File: config.mk
export PLATFORM = sky130hd
export DESIGN_NAME = bslm_slot_table
export DESIGN_NICKNAME = d
export VERILOG_FILES = /design/src/rtl/bslm_pkg.sv /design/src/rtl/bslm_slot_table.sv
export SDC_FILE = /design/constraint.sdc
export NUM_CORES = 2
export LEC_CHECK = 0
export BUFFER_PORTS_ARGS = -buffer_cell sky130_fd_sc_hd__buf_2
export CAP_MARGIN = 20
export CORE_MARGIN = 5
export CORE_UTILIZATION = 45
export DETAILED_ROUTE_END_ITERATION = 10
export GPL_TIMING_DRIVEN = 0
export PLACE_DENSITY = 0.64
export SLEW_MARGIN = 20
export SYNTH_ARGS = -nofsm -noshare
export SYNTH_HDL_FRONTEND = slang
export SYNTH_SLANG_ARGS = --single-unit
File: constraint.sdc
create_clock -name clk_i -period 2 [get_ports clk_i]
set_input_delay 0.4 -clock clk_i [delete_from_list [all_inputs] [get_ports clk_i]]
set_output_delay 0.4 -clock clk_i [all_outputs]
set_load 0.05 [all_outputs]
File: src/rtl/bslm_pkg.sv
// Shared types and codes for the buffer slot lease manager.
// Holds request and status codes, slot table entry and port word layouts.
// No dependencies.
`timescale 1ns / 1ps
`default_nettype none

package bslm_pkg;

  localparam logic [3:0] REQ_SUBMIT   = 4'd0;
  localparam logic [3:0] REQ_DISPATCH = 4'd1;
  localparam logic [3:0] REQ_COMPLETE = 4'd2;
  localparam logic [3:0] REQ_CANCEL   = 4'd3;
  localparam logic [3:0] REQ_POLL     = 4'd4;
  localparam logic [3:0] REQ_LEASE    = 4'd5;
  localparam logic [3:0] REQ_RELEASE  = 4'd6;
  localparam logic [3:0] REQ_DISCARD  = 4'd7;
  localparam logic [3:0] REQ_LENGTH   = 4'd8;

  localparam logic [1:0] CFG_FILES    = 2'd0;
  localparam logic [1:0] CFG_SLOTS    = 2'd1;
  localparam logic [1:0] CFG_CAPACITY = 2'd2;

  localparam logic [1:0] IO_OK    = 2'd0;
  localparam logic [1:0] IO_SHORT = 2'd2;

  typedef enum logic [3:0] {
    STAT_OK       = 4'd0,
    STAT_INVALID  = 4'd1,
    STAT_OVERFLOW = 4'd2,
    STAT_BUSY     = 4'd3,
    STAT_AGAIN    = 4'd4,
    STAT_STALE    = 4'd5,
    STAT_CANCELED = 4'd6,
    STAT_READ_ERR = 4'd7,
    STAT_NO_DATA  = 4'd8
  } status_e;

  typedef enum logic [1:0] {
    SS_IDLE    = 2'd0,
    SS_LOADING = 2'd1,
    SS_READY   = 2'd2,
    SS_LEASED  = 2'd3
  } slot_state_e;

  typedef enum logic [1:0] {
    ERR_NONE     = 2'd0,
    ERR_READ     = 2'd1,
    ERR_NODATA   = 2'd2,
    ERR_CANCELED = 2'd3
  } slot_err_e;

  typedef struct packed {
    slot_state_e state;
    logic [63:0] generation;
    slot_err_e   error;
    logic        cancel;
    logic        dev_lease;
    logic [40:0] length;
    logic [40:0] extent;
  } slot_entry_t;

  localparam slot_entry_t SLOT_RESET = '{
    state: SS_IDLE, generation: 64'd0, error: ERR_NONE, cancel: 1'b0,
    dev_lease: 1'b0, length: 41'd0, extent: 41'd0
  };

  typedef struct packed {
    logic [5:0]  file;
    logic [62:0] offset;
    logic [40:0] dest;
    logic [40:0] length;
  } seg_t;

  typedef struct packed {
    logic [3:0]  req_type;
    logic [3:0]  slot_id;
    logic [63:0] generation;
    logic [5:0]  seg_file;
    logic [62:0] seg_offset;
    logic [40:0] seg_dest;
    logic [62:0] seg_length;
    logic        seg_last;
    logic        side_flag;
    logic [1:0]  io_result;
  } req_t;

  typedef struct packed {
    logic [3:0]  status;
    logic [40:0] length_out;
    logic [3:0]  job_slot;
    logic [63:0] job_generation;
    logic [5:0]  job_file;
    logic [62:0] job_offset;
    logic [40:0] job_dest;
    logic [40:0] job_length;
    logic        last;
  } rsp_t;

  function automatic status_e err_status(slot_err_e err);
    status_e s;
    case (err)
      ERR_READ:     s = STAT_READ_ERR;
      ERR_NODATA:   s = STAT_NO_DATA;
      ERR_CANCELED: s = STAT_CANCELED;
      default:      s = STAT_OK;
    endcase
    return s;
  endfunction

endpackage

`default_nettype wire

File: src/rtl/bslm_slot_table.sv
// Slot table memory with registered read and per-entry valid bits.
// Entries never written read as the reset entry. Uses bslm_pkg.
`timescale 1ns / 1ps
`default_nettype none

module bslm_slot_table
  import bslm_pkg::*;
#(
  parameter int SLOTS = 16,
  parameter int SAW   = 4
) (
  input  wire logic             clk_i,
  input  wire logic             rst_ni,
  input  wire logic             rd_en_i,
  input  wire logic [SAW-1:0]   rd_addr_i,
  output slot_entry_t           rd_data_o,
  input  wire logic             wr_en_i,
  input  wire logic [SAW-1:0]   wr_addr_i,
  input  slot_entry_t           wr_data_i
);

  slot_entry_t mem [SLOTS];
  slot_entry_t rd_q;
  logic [SLOTS-1:0] vld_q;
  logic rd_vld_q;

  always_ff @(posedge clk_i) begin
    if (wr_en_i) begin
      mem[wr_addr_i] <= wr_data_i;
    end
    if (rd_en_i) begin
      rd_q <= mem[rd_addr_i];
    end
  end

  always_ff @(posedge clk_i or negedge rst_ni) begin
    if (!rst_ni) begin
      vld_q    <= '0;
      rd_vld_q <= 1'b0;
    end else begin
      if (wr_en_i) begin
        vld_q[wr_addr_i] <= 1'b1;
      end
      if (rd_en_i) begin
        rd_vld_q <= vld_q[rd_addr_i];
      end
    end
  end

  assign rd_data_o = rd_vld_q ? rd_q : SLOT_RESET;

endmodule

`default_nettype wire

## Word-level counts from Yosys, hierarchy flattened

Memories as Yosys holds them, arrays and structs flattened. A register that Yosys moved wholly into a read port is not among the register bits.
Index checks and enable logic that the tools add are counted.

- Order comparisons: 3
- Multiplexer cells: 7
- Bitwise logic cells: 1
- Reduce and logical (&&, ||, !) cells: 1

Operator list:

| cell | number |
|---|---|
| 2-to-1 mux 152 bit | 1 |
| OR 16 bit | 1 |
| less-than comparator 4 x 5 -> 1 bit (second input constant) | 2 |
| binary-select mux 1 bit (select 4 bit) | 1 |
| demux 1 bit (select 4 bit) | 1 |
| >= comparator 4 x 1 -> 1 bit (second input constant) | 1 |
| 2-to-1 mux 1 bit | 4 |
| logical AND 1 bit | 1 |

- Flip-flop bits (word level): 17
- Bits in writable memories: 2432
- Input bits: 164
- Logic and storage cells: 15
- Memories: 1

Memories:

| name | depth | bits a word | rd ports | clocked after memory_dff | wr ports | RTL line | source |
|---|---|---|---|---|---|---|---|
| mem | 16 | 152 | 1 | 1 | 1 | bslm_slot_table.sv:22 | `slot_entry_t mem [SLOTS];` |

## Depth between registers and ports, before layout

- Word-level depth: 5
- Depth in mapped cells: 7
- Mapped depth without buffers: 3

## Worst setup path before layout

OpenSTA, ideal clock, no wires.

- Kind: input -> register
- Start: input port wr_addr_i[2]
- End: register vld_q[0]
- Data arrival time: 12.143 ns
- Data required time: 1.869 ns
- Setup slack: -10.274 ns
- Cell stages on the path: 3
- Cells stage by stage: or3b_2 nor3_1 or2_2

- Word-level cells in the longest chain between the ends: 5
- Elaborated cells on any way between the ends: 6

Ends and longest elaborated chain:

| item | RTL line | source |
|---|---|---|
| from (decl) | bslm_slot_table.sv:18 | `input wire logic [SAW-1:0] wr_addr_i,` |
| less-than comparator 4 x 5 -> 1 bit (implied by the code) / >= comparator 4 x 1 -> 1 bit (equally long branches) | bslm_slot_table.sv:42 | `vld_q[wr_addr_i] <= 1'b1;` |
| logical AND 1 bit (implied by the code) | bslm_slot_table.sv:42 |  |
| 2-to-1 mux 1 bit (implied by the code) | bslm_slot_table.sv:42 |  |
| demux 1 bit (select 4 bit) * | bslm_slot_table.sv:42 |  |
| OR 16 bit (no line) * | n/a |  |
| to (signal assigned) | bslm_slot_table.sv:38 | `vld_q <= '0;` |
| to (signal, indexed assignment) | bslm_slot_table.sv:42 |  |
| to (decl) | bslm_slot_table.sv:24 | `logic [SLOTS-1:0] vld_q;` |

Mark *: on every way between the ends. The rest lies on a longest branch, timed or not.
A chain may end at the register's enable or synchronous reset.

==> flow_metrics.env <==
export IMPL_grtUsageTotal=0.224
export IMPL_critPathMaxFanout=8
export IMPL_grt_max_degree=59
export IMPL_finalNetCount=5041
export IMPL_syn_inst=3897
export IMPL_vdd_drop_max_mv=0.876
export IMPL_syn_area_um2=98000
export IMPL_ioPinCount=316
export IMPL_critical_path_required_ns=1.60
export IMPL_die_h_um=477
export IMPL_area_delta_synth_final_pct=22.2
export IMPL_crit_type="reg -> out"
export IMPL_start_util=0.452
export IMPL_port_buffers=312
export IMPL_syn_nets=4061
export IMPL_drcViolationCount=0
export IMPL_cts_sinks=2601
export IMPL_rsz0062_at_grt="yes"
export IMPL_synth_avg_cell_area_um2=25.1
export IMPL_dr_pass1_iters=5
export IMPL_rows=171
export IMPL_clk_latency_ns=0.91
export IMPL_cpMaxStageDelayCell="dfrtp_2"
export IMPL_critical_path_max_stage_delay_ns=0.41
export IMPL_antenna_found_initial=47
export IMPL_drtIter0Drc=5447
export IMPL_min_path_cells=3
export IMPL_postLayoutCellArea_um2=120000
export IMPL_dpl_cell_area_um2=107000
export IMPL_timing_rr_end="rd_q[144]"
export IMPL_finalWorstSetupSlack_ns=-0.568
export IMPL_cts_tree="built"
export IMPL_avgViaCountPerCell=5.84
export IMPL_drive_above_1_share=0.380
export IMPL_grt_pass1_vias=48000
export IMPL_die_w_um=477
export IMPL_fin_skew_ns=0.0378
export IMPL_setup_violations_final=154
export IMPL_fin_crit_ns=2.57
export IMPL_drv_cap=0
export IMPL_synth_seq_cells=2601
export IMPL_crit_chain="buf_12 > buf_12 > clkbuf_16 > and2_4 > buf_8"
export IMPL_die_area_um2=227000
export IMPL_synth_seq_area_share=0.796
export IMPL_ctsRootBufferMaster="clkbuf_16"
export IMPL_r2r_slack_ns=0.32
export IMPL_drv_slew=0
export IMPL_status="finished, violations left"
export IMPL_fmaxAchievable_mhz=389
export IMPL_final_hold_violation_count=0
export IMPL_max_slew_worst_pin_slew_ns=1.13
export IMPL_core_um2=217000
export IMPL_critPathMostFrequentCell="buf_12"
export IMPL_power_density_nw_per_um2=1020
export IMPL_fin_crit_sh=1.28
export IMPL_place_gp_congestion=0.718
export IMPL_startpoint_type="register"
export IMPL_holdWs_ns=0.0806
export IMPL_power_leakage_nw=39.3
export IMPL_ys_types=21
export IMPL_crit_arrival_ns=2.17
export IMPL_grt_pass1_wl_um=362000
export IMPL_violations="negative setup slack"
export IMPL_final_antenna_net_count=0
export IMPL_cts_buffer_depth=4
export IMPL_worstHoldEndpoint="mem[14][111]"
export IMPL_grt_overflow_total=0
export IMPL_cp_end_kind="output pin"
export IMPL_htreeDepth=5
export IMPL_dp_hpwl_um=166000
export IMPL_power_mw=122
export IMPL_hold_start="wr_addr_i[2]"
export IMPL_vias=46400
export IMPL_r2r_cells=2
export IMPL_slew_headroom=0.249
export IMPL_routed_wl_um=258000
export IMPL_cts_clk_slew_worst_paths_ns=0.06
export IMPL_yosysWarnings=0
export IMPL_numCtsBuffers=280
export IMPL_wire_per_inst_um=32.5
export IMPL_hp_class="in -> reg"
export IMPL_timing_rr_start="mem[6][144]"
## synth_stat cells
cell type     n  area share
a221oi_1      1    0.000089
and2_1      153      0.0098
buf_1        16     0.00061
buf_2        56      0.0029
buf_4        45      0.0034
buf_6        10      0.0011
clkbuf_1     66      0.0025
clkbuf_4      1    0.000077
dfrtp_1      17      0.0043
edfxtp_1   2584        0.79
mux2i_1     211       0.022
mux4_2      694        0.16
nand2_1       1    0.000038
nand2b_1      3     0.00019
nand3_1       1    0.000051
nand3b_1      2     0.00015
nor2_1       13     0.00050
nor3_1        4     0.00020
o22ai_1       1    0.000064
or2_2        17      0.0011
or3b_2        1    0.000089
## through the flow
stage | worst slack (ns) | setup TNS (ns) | utilization | cells
2_1_floorplan | -2.97 | -4455.02 | - | 3897
3_3_place_gp | -8.69 | - | 0.476 | 7063
3_5_place_dp | -1.62 | -1198.83 | 0.495 | 7266
4_1_cts | -0.665 | -90.18 | 0.550 | 7907
5_1_grt | -0.647 | -88.72 | 0.552 | 7925
6_report | -0.568 | -77.42 | 0.552 | 7940
## sequential cells by signal, indices dropped and copies added (netlist names)
| register | cells |
|---|---|
| mem | 2432 |
| rd_q | 152 |
| vld_q | 16 |
| rd_vld_q | 1 |
## layout by cell type (no fill, tap or decap), types with 2 or more instances in the layout
cell type,instances
buf_8,113
nor3_4,4
buf_2,188
dlygate4sd3_1,157
nand3b_1,2
buf_6,132
clkbuf_16,306
nand2b_4,2
bufinv_16,12
clkbuf_4,13
or2_2,17
mux4_2,694
buf_16,61
and2_4,134
clkinvlp_4,6
clkdlybuf4s15_2,10
buf_12,77
diode_2,22
clkbuf_2,27
clkbuf_1,101
clkinv_1,43
edfxtp_1,2584
buf_4,72
and2_1,19
mux2i_1,211
nor2_4,12
clkinv_4,2
clkinv_2,38
dfrtp_1,16
## worst max path at each step
| stage | end | startpoint | depth (start not counted) | slack [ns] |
|---|---|---|---|---|
| 6_report | rd_data_o[47] | rd_vld_q | 5 | -0.57 |
| 3_5_place_dp | rd_q[94] | rd_addr_i[1] | 7 | -1.62 |
| 4_1_cts | rd_data_o[88] | rd_vld_q | 5 | -0.67 |
| 3_3_place_gp | vld_q[8] | wr_addr_i[2] | 4 | -8.69 |
| 5_1_grt | rd_data_o[47] | rd_vld_q | 5 | -0.65 |
| 2_1_floorplan | mem[0][0] | wr_addr_i[2] | 2 | -2.97 |
## report_power, final
part / switching [mW] / internal, mW
Clock: 20.1 / 27.9
Combinational: 7.18 / 5.14
Sequential: 0.345 / 61.4
## worst max-delay path, delay by kind of cell (launching register included)
kind	cells	cell delay, ns
buffers and inverters	4	0.65
AND/OR/NAND/NOR	1	0.19
flip-flops	1	0.41
## cell families (layout without fill, tap and decap cells)
logic type	Yosys count	in the layout	share of synthesized area
and+or+nand+nor	195	195	0.0121
muxes	905	905	0.181
AOI/OAI and AO/OA	2	2	0.000153
other	0	22	0
buffers and inverters	194	1361	0.0107
DFF	2601	2601	0.796
## per-layer routing
layer / global-route usage / routed length [um] / up-vias
met5: 0 / 102 / -
met4: 0.0477 / 5020 / 16
met3: 0.0435 / 20600 / 365
met2: 0.382 / 131000 / 2080
met1: 0.304 / 101000 / 25200
li1: - / - / 18800
## timing repair
action | CTS | global route
gates resized for setup | 610 | 104
pin swaps | 5 | 9
setup buffers | 9 | 9
setup endpoints to repair | 322 | 245
cloned | 6 | 6
hold endpoints to repair | 2493 | 0
hold buffers | 157 | 0
## area by class of cell
| class | count | area [um2] |
|---|---|---|
| timing repair buffer | 701 | 8810 |
| sequential | 2601 | 78000 |
| clock inverter | 103 | 800 |
| antenna | 22 | 55.1 |
| clock buffer | 366 | 7520 |
| buffer | 191 | 1510 |
| multi-input combinational | 1102 | 19400 |
| tap | 2854 | 3570 |
| fill | 16000 | 97200 |
Note: power is estimated with default switching activity, not from simulation.
